==> config.mk <==
export PLATFORM = sky130hd
export DESIGN_NAME = field_radix_decomposer
export DESIGN_NICKNAME = d
export VERILOG_FILES = /design/src/hdl/frd_pkg.sv /design/src/hdl/frd_datapath.sv /design/src/hdl/frd_control.sv /design/src/hdl/field_radix_decomposer.sv
export VERILOG_INCLUDE_DIRS = /design/src /design/src/hdl
export SDC_FILE = /design/constraint.sdc
export NUM_CORES = 2
export LEC_CHECK = 0
export BUFFER_PORTS_ARGS = -buffer_cell sky130_fd_sc_hd__buf_2
export CORE_ASPECT_RATIO = 2
export CORE_MARGIN = 3
export CORE_UTILIZATION = 45
export DETAILED_ROUTE_END_ITERATION = 16
export PLACE_DENSITY_LB_ADDON = 0.1
export SETUP_SLACK_MARGIN = 0.05
export SYNTH_ARGS = -nofsm -noshare
export SYNTH_HDL_FRONTEND = slang
export SYNTH_HIERARCHICAL = 1
export SYNTH_SLANG_ARGS = --single-unit
==> constraint.sdc <==
create_clock -name clock -period 24.9 [get_ports clock]
set_clock_uncertainty 0.1 [all_clocks]
set_input_delay 3.735 -clock clock [delete_from_list [all_inputs] [get_ports clock]]
set_output_delay 3.735 -clock clock [all_outputs]
set_load 0.02 [all_outputs]
==> src/hdl/field_radix_decomposer_macros.svh <==
// Assertion macros shared by the decomposer RTL.
`ifndef FIELD_RADIX_DECOMPOSER_MACROS_SVH
`define FIELD_RADIX_DECOMPOSER_MACROS_SVH
`ifndef SYNTHESIS
// Check cons in the same cycle whenever ante holds.
`define FRD_ASSERT_SAME(lbl, clk, rst, ante, cons) \
   lbl: assert property (@(posedge clk) disable iff (rst) (ante) |-> (cons)) \
      else $error("frd assertion failed");
// Check cons in the cycle after ante holds.
`define FRD_ASSERT_NEXT(lbl, clk, rst, ante, cons) \
   lbl: assert property (@(posedge clk) disable iff (rst) (ante) |=> (cons)) \
      else $error("frd assertion failed");
`else
`define FRD_ASSERT_SAME(lbl, clk, rst, ante, cons)
`define FRD_ASSERT_NEXT(lbl, clk, rst, ante, cons)
`endif
`endif

==> src/hdl/frd_pkg.sv <==
// Shared constants, types and command/status bundles of the radix decomposer.
package frd_pkg;
   localparam int MAX_LIMBS         = 256;
   localparam int DIGITS_PER_RESULT = 8;
   localparam int LIMB_IW           = $clog2(MAX_LIMBS);
   localparam int LIMB_CW           = $clog2(MAX_LIMBS + 1);
   localparam int SLOT_W            = $clog2(DIGITS_PER_RESULT);
   localparam int VAL_W             = 256;
   localparam int REQ_DATA_W        = 320;
   localparam int RSP_DATA_W        = 104;
   localparam logic [32:0] MEMORY_SIZE = 33'h1_0000_0000;
   localparam logic [15:0] RADIX_MIN   = 16'd2;
   localparam logic [15:0] RADIX_MAX   = 16'd256;
   localparam logic [15:0] RADIX_BITS  = 16'd2;

   localparam logic [1:0] STATUS_OK    = 2'd0;
   localparam logic [1:0] STATUS_PARAM = 2'd1;
   localparam logic [1:0] STATUS_TRUNC = 2'd2;

   typedef enum logic [1:0] {
      EMIT_PARAM,
      EMIT_TRUNC,
      EMIT_EMPTY,
      EMIT_GROUP
   } emit_kind_type;

   typedef struct packed {
      logic          load;
      logic          div_init;
      logic          div_step;
      logic          grp_init;
      logic          grp_next;
      logic          rd_issue;
      logic          rd_capture;
      logic          emit;
      emit_kind_type kind;
   } frd_cmd_type;

   typedef struct packed {
      logic param_bad;
      logic val_zero;
      logic trunc;
      logic limbs_zero;
      logic div_last;
      logic slot_last;
      logic grp_final;
      logic out_free;
   } frd_sts_type;
endpackage

==> src/hdl/frd_datapath.sv <==
// Datapath: operand registers, byte-wide short divider, digit memory, result register.
module frd_datapath import frd_pkg::*; (
   input  logic                  clock,
   input  logic                  reset,
   input  logic [REQ_DATA_W-1:0] req_tdata,
   input  logic                  req_tuser,
   input  frd_cmd_type           cmd,
   output frd_sts_type           sts,
   output logic                  rsp_tvalid,
   input  logic                  rsp_tready,
   output logic [RSP_DATA_W-1:0] rsp_tdata,
   output logic                  rsp_tuser,
   output logic                  rsp_tlast
);
   logic [VAL_W-1:0]   val_ff;
   logic [15:0]        radix_ff;
   logic [15:0]        limbs_ff;
   logic               bits_ff;
   logic [31:0]        dest_ff;
   logic [4:0]         step_ff;
   logic [7:0]         rem_ff;
   logic [LIMB_CW-1:0] n_ff;
   logic [LIMB_CW-1:0] grp_ff;
   logic [SLOT_W-1:0]  slot_ff;
   logic [63:0]        bytes_ff;
   logic [7:0]         rd_data_ff;
   logic               pos_ok_ff;
   logic [7:0]         mem [MAX_LIMBS];

   logic               rsp_valid_ff;
   logic [1:0]         rsp_status_ff;
   logic [31:0]        rsp_addr_ff;
   logic [63:0]        rsp_bytes_ff;
   logic [3:0]         rsp_count_ff;
   logic               rsp_tag_ff;
   logic               rsp_last_ff;

   logic [7:0]  quot_in;
   logic [7:0]  rem_in;
   logic [32:0] span;
   logic [15:0] pos;
   logic [15:0] grp_slot;

   // Eight restoring-division steps on the top byte of the value.
   always_comb begin
      logic [8:0] r;
      r = {1'b0, rem_ff};
      quot_in = '0;
      for (int k = 0; k < 8; k++) begin
         r = {r[7:0], val_ff[VAL_W-1-k]};
         if (r >= radix_ff[8:0]) begin
            r = r - radix_ff[8:0];
            quot_in[7-k] = 1'b1;
         end
      end
      rem_in = r[7:0];
   end

   assign span     = {1'b0, dest_ff} + {17'd0, limbs_ff};
   assign grp_slot = 16'(grp_ff) + 16'(slot_ff);
   assign pos      = limbs_ff - 16'd1 - grp_slot;

   always_comb begin
      sts.val_zero   = ~|val_ff;
      sts.param_bad  = (span > MEMORY_SIZE) || (radix_ff < RADIX_MIN) ||
                       (radix_ff > RADIX_MAX) || (bits_ff && radix_ff != RADIX_BITS) ||
                       (limbs_ff == 16'd0 && !sts.val_zero) ||
                       (limbs_ff > 16'(MAX_LIMBS));
      sts.trunc      = 16'(n_ff) == limbs_ff;
      sts.limbs_zero = limbs_ff == 16'd0;
      sts.div_last   = &step_ff;
      sts.slot_last  = (slot_ff == SLOT_W'(DIGITS_PER_RESULT - 1)) ||
                       (grp_slot + 16'd1 >= limbs_ff);
      sts.grp_final  = 16'(grp_ff) + 16'(DIGITS_PER_RESULT) >= limbs_ff;
      sts.out_free   = !rsp_valid_ff || rsp_tready;
   end

   // Digit memory: written once per digit, read one slot at a time.
   always_ff @(posedge clock) begin
      if (cmd.div_step && (&step_ff)) begin
         mem[n_ff[LIMB_IW-1:0]] <= rem_in;
      end
      if (cmd.rd_issue) begin
         rd_data_ff <= mem[pos[LIMB_IW-1:0]];
      end
   end

   always_ff @(posedge clock) begin
      if (reset) begin
         rsp_valid_ff <= 1'b0;
         n_ff         <= '0;
         step_ff      <= '0;
         grp_ff       <= '0;
         slot_ff      <= '0;
      end else begin
         if (cmd.load) begin
            val_ff   <= {2'b00, req_tdata[253:0]};
            radix_ff <= req_tdata[269:254];
            limbs_ff <= req_tdata[285:270];
            dest_ff  <= req_tdata[317:286];
            bits_ff  <= req_tuser;
            n_ff     <= '0;
         end
         if (cmd.div_init) begin
            step_ff <= '0;
            rem_ff  <= '0;
         end
         if (cmd.div_step) begin
            val_ff  <= {val_ff[VAL_W-9:0], quot_in};
            rem_ff  <= rem_in;
            step_ff <= step_ff + 5'd1;
            if (&step_ff) begin
               n_ff <= n_ff + LIMB_CW'(1);
            end
         end
         if (cmd.rd_issue) begin
            pos_ok_ff <= pos < 16'(n_ff);
         end
         if (cmd.rd_capture) begin
            bytes_ff[8*slot_ff +: 8] <= pos_ok_ff ? rd_data_ff : 8'd0;
            if (!sts.slot_last) begin
               slot_ff <= slot_ff + SLOT_W'(1);
            end
         end
         if (cmd.grp_init) begin
            grp_ff   <= '0;
            slot_ff  <= '0;
            bytes_ff <= '0;
         end
         if (cmd.emit) begin
            rsp_valid_ff <= 1'b1;
            case (cmd.kind)
               EMIT_PARAM: begin
                  rsp_status_ff <= STATUS_PARAM;
                  rsp_addr_ff   <= '0;
                  rsp_bytes_ff  <= '0;
                  rsp_count_ff  <= '0;
                  rsp_tag_ff    <= 1'b0;
                  rsp_last_ff   <= 1'b1;
               end
               EMIT_TRUNC: begin
                  rsp_status_ff <= STATUS_TRUNC;
                  rsp_addr_ff   <= '0;
                  rsp_bytes_ff  <= '0;
                  rsp_count_ff  <= '0;
                  rsp_tag_ff    <= 1'b0;
                  rsp_last_ff   <= 1'b1;
               end
               EMIT_EMPTY: begin
                  rsp_status_ff <= STATUS_OK;
                  rsp_addr_ff   <= dest_ff;
                  rsp_bytes_ff  <= '0;
                  rsp_count_ff  <= '0;
                  rsp_tag_ff    <= bits_ff;
                  rsp_last_ff   <= 1'b1;
               end
               EMIT_GROUP: begin
                  rsp_status_ff <= STATUS_OK;
                  rsp_addr_ff   <= dest_ff + 32'(grp_ff);
                  rsp_bytes_ff  <= bytes_ff;
                  rsp_count_ff  <= 4'(slot_ff) + 4'd1;
                  rsp_tag_ff    <= bits_ff;
                  rsp_last_ff   <= sts.grp_final;
               end
               default: begin
                  rsp_status_ff <= STATUS_PARAM;
                  rsp_addr_ff   <= '0;
                  rsp_bytes_ff  <= '0;
                  rsp_count_ff  <= '0;
                  rsp_tag_ff    <= 1'b0;
                  rsp_last_ff   <= 1'b1;
               end
            endcase
         end else if (rsp_tready) begin
            rsp_valid_ff <= 1'b0;
         end
         if (cmd.grp_next) begin
            grp_ff   <= grp_ff + LIMB_CW'(DIGITS_PER_RESULT);
            slot_ff  <= '0;
            bytes_ff <= '0;
         end
      end
   end

   assign rsp_tvalid = rsp_valid_ff;
   assign rsp_tdata  = {2'b00, rsp_count_ff, rsp_bytes_ff, rsp_addr_ff, rsp_status_ff};
   assign rsp_tuser  = rsp_tag_ff;
   assign rsp_tlast  = rsp_last_ff;
endmodule

==> src/hdl/frd_control.sv <==
// Controller: sequences checks, digit divisions, group reads and result emission.
module frd_control import frd_pkg::*; (
   input  logic        clock,
   input  logic        reset,
   input  logic        req_tvalid,
   output logic        req_tready,
   input  frd_sts_type sts,
   output frd_cmd_type cmd
);
   typedef enum logic [2:0] {
      S_IDLE,
      S_CHECK,
      S_DIGIT,
      S_DIVIDE,
      S_POST,
      S_READ,
      S_CAPTURE,
      S_EMIT
   } state_type;

   state_type     state_ff, state_in;
   emit_kind_type kind_ff, kind_in;

   always_comb begin
      state_in   = state_ff;
      kind_in    = kind_ff;
      cmd        = '0;
      cmd.kind   = kind_ff;
      req_tready = 1'b0;
      case (state_ff)
         S_IDLE: begin
            req_tready = 1'b1;
            if (req_tvalid) begin
               cmd.load = 1'b1;
               state_in = S_CHECK;
            end
         end
         S_CHECK: begin
            if (sts.param_bad) begin
               kind_in  = EMIT_PARAM;
               state_in = S_EMIT;
            end else begin
               state_in = S_DIGIT;
            end
         end
         S_DIGIT: begin
            if (sts.val_zero) begin
               state_in = S_POST;
            end else if (sts.trunc) begin
               kind_in  = EMIT_TRUNC;
               state_in = S_EMIT;
            end else begin
               cmd.div_init = 1'b1;
               state_in     = S_DIVIDE;
            end
         end
         S_DIVIDE: begin
            cmd.div_step = 1'b1;
            if (sts.div_last) begin
               state_in = S_DIGIT;
            end
         end
         S_POST: begin
            if (sts.limbs_zero) begin
               kind_in  = EMIT_EMPTY;
               state_in = S_EMIT;
            end else begin
               cmd.grp_init = 1'b1;
               kind_in      = EMIT_GROUP;
               state_in     = S_READ;
            end
         end
         S_READ: begin
            cmd.rd_issue = 1'b1;
            state_in     = S_CAPTURE;
         end
         S_CAPTURE: begin
            cmd.rd_capture = 1'b1;
            state_in       = sts.slot_last ? S_EMIT : S_READ;
         end
         S_EMIT: begin
            if (sts.out_free) begin
               cmd.emit = 1'b1;
               if (kind_ff == EMIT_GROUP && !sts.grp_final) begin
                  cmd.grp_next = 1'b1;
                  state_in     = S_READ;
               end else begin
                  state_in = S_IDLE;
               end
            end
         end
         default: state_in = S_IDLE;
      endcase
   end

   always_ff @(posedge clock) begin
      if (reset) begin
         state_ff <= S_IDLE;
         kind_ff  <= EMIT_PARAM;
      end else begin
         state_ff <= state_in;
         kind_ff  <= kind_in;
      end
   end
endmodule

==> src/hdl/field_radix_decomposer.sv <==
// Each item runs through the checks, then one digit at a time (32 byte steps of the short
// divider plus one zero test), then one read and capture per digit slot plus one emit
// per group. One item is worked at a time, and the divider's byte-per-cycle loop takes
// most of its time. A new item may enter while the last result beat still waits.
// Synchronous reset clears control only; the digit memory holds no reset and is read
// only where written for the current item.
`include "field_radix_decomposer_macros.svh"
module field_radix_decomposer import frd_pkg::*; (
   input  logic                  clock,
   input  logic                  reset,
   input  logic                  req_tvalid,
   output logic                  req_tready,
   // req_tdata: value_word0, value_word1, value_word2, value_word3, radix,
   //            limb_total, dest_address, two zero bits
   input  logic [REQ_DATA_W-1:0] req_tdata,
   // req_tuser: bit_output
   input  logic                  req_tuser,
   output logic                  rsp_tvalid,
   input  logic                  rsp_tready,
   // rsp_tdata: status, group_address, digit_bytes, digit_count, two zero bits
   output logic [RSP_DATA_W-1:0] rsp_tdata,
   // rsp_tuser: bits_tag
   output logic                  rsp_tuser,
   output logic                  rsp_tlast
);
   frd_cmd_type cmd;
   frd_sts_type sts;
   logic        rsp_err;
   logic [3:0]  rsp_count;

   // Controller steps the item; datapath holds operands, divider and digit store.
   frd_control u_control (
      .clock      (clock),
      .reset      (reset),
      .req_tvalid (req_tvalid),
      .req_tready (req_tready),
      .sts        (sts),
      .cmd        (cmd)
   );

   frd_datapath u_datapath (
      .clock      (clock),
      .reset      (reset),
      .req_tdata  (req_tdata),
      .req_tuser  (req_tuser),
      .cmd        (cmd),
      .sts        (sts),
      .rsp_tvalid (rsp_tvalid),
      .rsp_tready (rsp_tready),
      .rsp_tdata  (rsp_tdata),
      .rsp_tuser  (rsp_tuser),
      .rsp_tlast  (rsp_tlast)
   );

   // Pick the status and digit count out of the result beat for the checks.
   assign rsp_err   = rsp_tvalid && rsp_tdata[1:0] != STATUS_OK;
   assign rsp_count = rsp_tdata[101:98];

   // An accepted beat moves the controller out of idle at once.
   `FRD_ASSERT_NEXT(a_busy_after_accept, clock, reset, req_tvalid && req_tready, !req_tready)
   // Error beats are final and carry no digits.
   `FRD_ASSERT_SAME(a_error_final, clock, reset, rsp_err, rsp_tlast && rsp_count == 4'd0)
   // A group never claims more than eight digits.
   `FRD_ASSERT_SAME(a_count_range, clock, reset, rsp_tvalid, rsp_count <= 4'd8)
   // Emission only happens when the result register can take it.
   `FRD_ASSERT_SAME(a_emit_free, clock, reset, cmd.emit, sts.out_free)
endmodule

# After elaboration in Yosys (flattened, before gate mapping)
# Memory sizes are Yosys's and may differ from the RTL's. A register that Yosys moved wholly into a read port is not among the register bits.
# Index checks and enable logic that the tools add are counted.
[op_classes]
add_sub_neg = 21
magnitude_cmp = 15
eq_ne = 19
shift = 2
mux = 71
bitwise_logic = 2
n_reduce_logical = 38
[ops]
columns = ["cell", "count"]
rows = [
  ["$mux 256", 2],
  ["$reduce_or 256->1", 1],
  ["$pmux 64 s2", 1],
  ["$pmux 32 s3", 1],
  ["$mux 8", 11],
  ["$ge 9x9->1", 8],
  ["$bwmux 64", 1],
  ["$mux 64", 1],
  ["$shift 8x34->64 const A", 1],
  ["$shiftx 8x34->64", 1],
  ["$sub 8x8->8", 8],
  ["$mux 9", 5],
  ["$neg 6->34", 1],
  ["$add 32x16->33", 1],
  ["$gt 33x33->1 const B", 1],
  ["$add 32x9->32", 1],
  ["$ge 16x16->1", 2],
  ["$gt 16x9->1 const B", 2],
  ["$mux 1", 29],
  ["$pmux 3 s8", 1],
  ["$mux 3", 7],
  ["$add 16x1->16 const B", 1],
  ["$eq 9x16->1", 1],
  ["$logic_not 16->1", 1],
  ["38 further kinds", 79],
]
[word_totals]
regBits = 530
ramBits = 2048
inputBits = 325
output_inout_bits = 108
elab_cells = 190
memories = 1
[memory_table]
columns = ["memory", "depth", "word_bits", "read_ports", "rd_clocked_by_memory_dff", "wr", "line", "text"]
rows = [
  ["u_datapath.mem", 256, 8, 1, 1, 1, "frd_datapath.sv:28", "logic [7:0] mem [MAX_LIMBS];"],
]

# Depth between registers and ports, before layout
[logic_depth]
ltp_word = 17
depth_mapped = 69
mapped_depth_nobuf = 65

# By module
# The synthesis kept the hierarchy.
[modules_own_cells]
columns = ["module", "n_inst", "cells_each", "area_each_um2", "seq_area_each_um2"]
rows = [
  ["frd_datapath", 1, 5810, 107926.0, 77174.0],
  ["frd_control", 1, 55, 442.9, 100.1],
]

# Least setup slack after synthesis
# OpenSTA, ideal clock, no wires.
[synth_path]
path_type = "reg-to-reg"
from = "reg u_datapath.radix_ff[1]"
to = "mem u_datapath.mem[0][0], data pin"
setup_time_ns = 1.584
t_arrival_ns = 20.373
t_required_ns = 23.216
setup_slack_ns = 2.842
path_stages_with_launch = 62
n_path_buf = 5
period_less_slack_ns = 22.058
path_cell_list = "edfxtp_1 -> inv_1 -> ha_1 -> nor2b_1 -> o31a_1 -> o311ai_2 -> a21oi_1 -> or2_2 -> ha_1 -> nor2b_1 -> o31a_1 -> o31ai_4 -> nand2_1 -> mux2_2 -> ha_1 -> nand2_1 -> o21ai_0 -> a21oi_1 -> [... 26 more ...] -> inv_1 -> ha_1 -> nor2b_1 -> o31a_1 -> o31a_1 -> o221ai_1 -> a21oi_1 -> clkbuf_1 -> mux2_2 -> ha_1 -> o21ai_0 -> o21ai_0 -> a31oi_1 -> o21ai_0 -> a21o_2 -> clkbuf_1 -> nor2_1 -> a21oi_1"
[synth_between]
elab_chain_len = 16
elab_cells_between_ends = 23
classes_between = "add/sub: 7; order compare: 8; mux: 8"
[synth_lines]
columns = ["element", "line", "text"]
rows = [
  ["start: declaration", "frd_datapath.sv:16", "logic [15:0] radix_ff;"],
  ["start signal: assignment", "frd_datapath.sv:98", "radix_ff <= req_tdata[269:254];"],
  ["$sub 8x8->8 / $ge 9x9->1 (equally long branches)", "frd_datapath.sv:52, frd_datapath.sv:51", ""],
  ["$mux 8", "frd_datapath.sv:51", "if (r >= radix_ff[8:0]) begin"],
  ["$sub 8x8->8 / $ge 9x9->1 (equally long branches)", "frd_datapath.sv:52, frd_datapath.sv:51", ""],
  ["$mux 8", "frd_datapath.sv:51", ""],
  ["$sub 8x8->8 / $ge 9x9->1 (equally long branches)", "frd_datapath.sv:52, frd_datapath.sv:51", ""],
  ["$mux 8", "frd_datapath.sv:51", ""],
  ["$sub 8x8->8 / $ge 9x9->1 (equally long branches)", "frd_datapath.sv:52, frd_datapath.sv:51", ""],
  ["$mux 8", "frd_datapath.sv:51", ""],
  ["$sub 8x8->8 / $ge 9x9->1 (equally long branches)", "frd_datapath.sv:52, frd_datapath.sv:51", ""],
  ["$mux 8", "frd_datapath.sv:51", ""],
  ["$sub 8x8->8 / $ge 9x9->1 (equally long branches)", "frd_datapath.sv:52, frd_datapath.sv:51", ""],
  ["$mux 8", "frd_datapath.sv:51", ""],
  ["$sub 8x8->8 / $ge 9x9->1 (equally long branches)", "frd_datapath.sv:52, frd_datapath.sv:51", ""],
  ["$mux 8", "frd_datapath.sv:51", ""],
  ["$ge 9x9->1 (*)", "frd_datapath.sv:51", ""],
  ["$mux 8 (*)", "frd_datapath.sv:51", ""],
  ["named net u_datapath.rem_in[0]", "frd_datapath.sv:39", "logic [7:0] rem_in;"],
  ["end: declaration", "frd_datapath.sv:28", ""],
]
# Mark *: on every way through the listed nets, which the timed path passes. The rest lies on a longest branch.

# Worst setup path after layout
[layout_path]
from = "reg u_datapath.radix_ff[1]"
to = "mem u_datapath.mem[63][7], data pin"
[layout_between]
elab_chain_len = 16
elab_cells_between_ends = 24
classes_between = "add/sub: 8; order compare: 8; mux: 8"
[layout_lines]
columns = ["element", "line"]
rows = [
  ["$sub 8x8->8 / $ge 9x9->1 (equally long branches)", "frd_datapath.sv:52, frd_datapath.sv:51"],
  ["$mux 8", "frd_datapath.sv:51"],
  ["$sub 8x8->8 / $ge 9x9->1 (equally long branches)", "frd_datapath.sv:52, frd_datapath.sv:51"],
  ["$mux 8", "frd_datapath.sv:51"],
  ["$sub 8x8->8 / $ge 9x9->1 (equally long branches)", "frd_datapath.sv:52, frd_datapath.sv:51"],
  ["$mux 8", "frd_datapath.sv:51"],
  ["$sub 8x8->8 / $ge 9x9->1 (equally long branches)", "frd_datapath.sv:52, frd_datapath.sv:51"],
  ["$mux 8", "frd_datapath.sv:51"],
  ["$sub 8x8->8 / $ge 9x9->1 (equally long branches)", "frd_datapath.sv:52, frd_datapath.sv:51"],
  ["$mux 8", "frd_datapath.sv:51"],
  ["$sub 8x8->8 / $ge 9x9->1 (equally long branches)", "frd_datapath.sv:52, frd_datapath.sv:51"],
  ["$mux 8", "frd_datapath.sv:51"],
  ["$sub 8x8->8 / $ge 9x9->1 (equally long branches)", "frd_datapath.sv:52, frd_datapath.sv:51"],
  ["$mux 8", "frd_datapath.sv:51"],
  ["$ge 9x9->1 / $sub 8x8->8 (equally long branches)", "frd_datapath.sv:51, frd_datapath.sv:52"],
  ["$mux 8 (*)", "frd_datapath.sv:51"],
  ["named net u_datapath.rem_in[7]", "frd_datapath.sv:39"],
]
# Marks and branches as above.

==> results.md <==
## Synthesis
• post-synth cell types: 89
• Post-synth EDFFs: 2554
• synthesized instance count: 5865
• cell area after synthesis: 0.1084 mm²
• number of register bits inferred by synthesis: 2583
• sequential element share of the synthesized area: 0.7131
• count of yosys warnings during synthesis: 6
• share of synthesized flip-flops with an asynchronous set or reset: 0
• mean post-synth cell area: 18.48 µm²
• Synth Flop Type: sky130_fd_sc_hd__edfxtp_1

## Clock tree
• hold buffer count at CTS: 0
• post-CTS setup repair buffer count: 0
• Root Buffer Master: sky130_fd_sc_hd__clkbuf_16
• number of gates resized after CTS: 0
• CTS clk-pin slew, worst paths: 70 ps
• H-tree Lvls: 4
• clock tree sinks: 2583
• CTS tree: done
• later-pin clock latency in the skew report: 900 ps
• Num CTS Buffers: 229
• maximum buffer depth of the clock tree: 4

## Flow run
• number of max-cap violations: 0

## Floorplan
• FP Rows: 254
• Placeable Area: 0.2393 mm²
• effective utilization at floorplan: 0.4528
• area enclosed by the die boundary: 0.2471 mm²
• die span in y: 700 µm
• die outline width: 353 µm
• I/O pin count: 433

## Min path
• classification of the worst-slack hold path: reg2reg

## Timing
• worst hold slack after final layout: 435.9 ps
• number of endpoints failing setup at the final stage: 0
• unrepaired setup endpoints after global routing: no
• final cycle utilization of the critical path: 0.8034
• post-layout minimum cycle time: 20010 ps
• maximum achievable frequency: 49.99 MHz
• actual slew at the worst max-slew pin: 1209 ps
• Setup Total Neg Slack: 0 ps
• final hold violation count: 0
• Slew HR: 0.1911
• fin. max-slew vios: 0

## Worst setup path
• required time of the critical path: 25410 ps
• cell mode on critical path: sky130_fd_sc_hd__ha_1
• element type at the critical path start: flip-flop
• Setup CP Type: reg2reg
• slowest cell on the critical path: sky130_fd_sc_hd__o311ai_0
• CP Capture Type: flip-flop
• critical path's largest stage delay: 860 ps
• Worst EP arrival: 20510 ps
• maximum fanout along the worst path: 72

## Layout
• number of fill cells: 19630
• most common library cell in the layout ignoring fill and taps: sky130_fd_sc_hd__edfxtp_1
• FF/Latch Area: 0.07728 mm²
• Final Core Density: 0.5074
• synthesis-to-layout area growth: 12.04%
• total number of nets in the final design: 6787
• fraction of final layout cells with drive strength greater than 1: 0.2773
• most frequent cells in the layout: sky130_fd_sc_hd__edfxtp_1, sky130_fd_sc_hd__mux4_2, sky130_fd_sc_hd__nor2_1
• footprint of the multi-input gates: 0.02978 mm²

## Drt
• number of iterations in the first detailed-routing pass: 7
• wire length after detailed routing: 303.2 mm
• vias per cell: 5.816
• Vias: 56410
• wire length per cell after detailed routing: 31.26 µm
• final routed DRC violation total: 0
• drt first-iter violations: 4379
• number of routed nets with antenna violations: 0

## Outcome
• run status: finished, final reports clean

## Global route
• via count of the first global-routing pass: 59460
• global route total overflow: 0
• overall track demand over capacity in global routing: 0.2430
• initial antenna violation count: 13
• first-pass GRT wire length: 433.1 mm
• pin count of the biggest net entering global routing: 174

## Placement
• GPL Wtd Cong: 0.8924
• hpwl dp: 205.0 mm
• count of buffers from port buffering: 428

cell families (layout without fill, tap and decap cells):
family                   after synthesis  in the layout  share of synthesized area
other                                  2             13                 0.00006930
AND/OR/NAND/NOR                     1262           1262                    0.05532
flip-flops                          2583           2583                     0.7131
buffers and inverters                389           1012                    0.01477
adder cells (fa/ha/maj)              152            152                    0.01824
multiplexers                         956            956                     0.1654
AO/OA/AOI/OAI                        419            419                    0.02486
XOR/XNOR                             102            102                   0.008244
state kept, by name (all words and copies together) (netlist names), 9 cells and up:
| name | count |
|---|---|
| u_datapath/val_ff | 256 |
| u_datapath/rsp_bytes_ff | 64 |
| u_datapath/dest_ff | 32 |
| u_datapath/bytes_ff | 64 |
| u_datapath/limbs_ff | 16 |
| u_datapath/n_ff | 9 |
| u_datapath/rsp_addr_ff | 32 |
| u_datapath/mem | 2048 |
| u_datapath/radix_ff | 16 |
cells in the mapped netlist (7+ instances only):
master / n / area (µm²)
sky130_fd_sc_hd__nand3_1: 62 / 310.3
sky130_fd_sc_hd__and4_1: 9 / 78.83
sky130_fd_sc_hd__nand2_1: 229 / 859.6
sky130_fd_sc_hd__a21o_1: 28 / 210.2
sky130_fd_sc_hd__a31oi_1: 45 / 281.5
sky130_fd_sc_hd__buf_1: 27 / 101.4
sky130_fd_sc_hd__o211ai_1: 9 / 67.56
sky130_fd_sc_hd__inv_1: 82 / 307.8
sky130_fd_sc_hd__nor3_1: 42 / 210.2
sky130_fd_sc_hd__a21oi_1: 154 / 770.7
sky130_fd_sc_hd__xor2_1: 31 / 271.5
sky130_fd_sc_hd__o21ai_0: 60 / 300.3
sky130_fd_sc_hd__nand2b_1: 28 / 175.2
sky130_fd_sc_hd__edfxtp_1: 2554 / 76690
sky130_fd_sc_hd__or2_2: 11 / 68.82
sky130_fd_sc_hd__and3_1: 115 / 719.4
sky130_fd_sc_hd__mux2_2: 271 / 3052
sky130_fd_sc_hd__ha_1: 142 / 1777
sky130_fd_sc_hd__fa_1: 10 / 200.2
sky130_fd_sc_hd__nand4_1: 49 / 306.5
sky130_fd_sc_hd__nor4_1: 80 / 500.5
sky130_fd_sc_hd__clkbuf_1: 196 / 735.7
sky130_fd_sc_hd__o21bai_1: 9 / 67.56
sky130_fd_sc_hd__mux4_2: 640 / 14410
sky130_fd_sc_hd__o21a_1: 27 / 202.7
sky130_fd_sc_hd__dfxtp_1: 29 / 580.6
sky130_fd_sc_hd__xnor2_1: 71 / 621.9
sky130_fd_sc_hd__o31a_1: 7 / 61.31
sky130_fd_sc_hd__and2_1: 41 / 256.5
sky130_fd_sc_hd__nor2b_1: 34 / 212.7
sky130_fd_sc_hd__nor2_1: 528 / 1982
sky130_fd_sc_hd__buf_2: 76 / 380.4
sky130_fd_sc_hd__mux2i_1: 41 / 410.4
sky130_fd_sc_hd__a211oi_1: 14 / 105.1
metal layers:
metal | track usage | wire length (µm)
met5 | 0 | 70
met4 | 0.1056 | 14810
met3 | 0.03413 | 14240
met2 | 0.4693 | 170500
met1 | 0.2616 | 103600
final cells by class:
type                       instances  area share
timing repair buffer             519     0.02399
antenna                            9   0.0001855
tap                             3200     0.03298
sequential                      2583      0.6364
clock buffer                     288     0.04955
multi-input combinational       2895      0.2452
inverter                          82    0.002535
clock inverter                   123    0.009099
critical path: cells and delay by family (launching register included):
kind	cells	cell delay, ps
buf+inv	6	2500
flops	1	360
mux	2	800
simple gates	14	3440
fa+ha+maj	8	2610
compound gates	30	9740
final timing paths:
path	startpoint	end	slack (ps)	depth (start not counted)
setup / recovery	u_datapath/radix_ff[1]$_DFFE_PP_	u_datapath/mem[63][7]$_DFFE_PP_	4890	60
hold / removal	u_datapath/n_ff[8]$_SDFF_PP0_	u_datapath/n_ff[8]$_SDFF_PP0_	440	2
setup reg to reg	u_datapath/radix_ff[1]$_DFFE_PP_	u_datapath/mem[63][7]$_DFFE_PP_	4890	60
hold reg to reg	u_datapath/n_ff[8]$_SDFF_PP0_	u_datapath/n_ff[8]$_SDFF_PP0_	440	2
through the flow:
step / instance area [µm²] / cells / worst slack, ps
2_1_floorplan: 108400 / 5867 / 2842
3_3_place_gp: 114300 / 9279 / 4772
3_5_place_dp: 114300 / 9279 / 4637
4_1_cts: 121400 / 9690 / 4568
5_1_grt: 121400 / 9694 / 3455
6_report: 121400 / 9699 / 4895
Power is left out: the tool's default activity adds up to more than one toggle a clock period on the data nets, which glitch-free logic cannot reach.
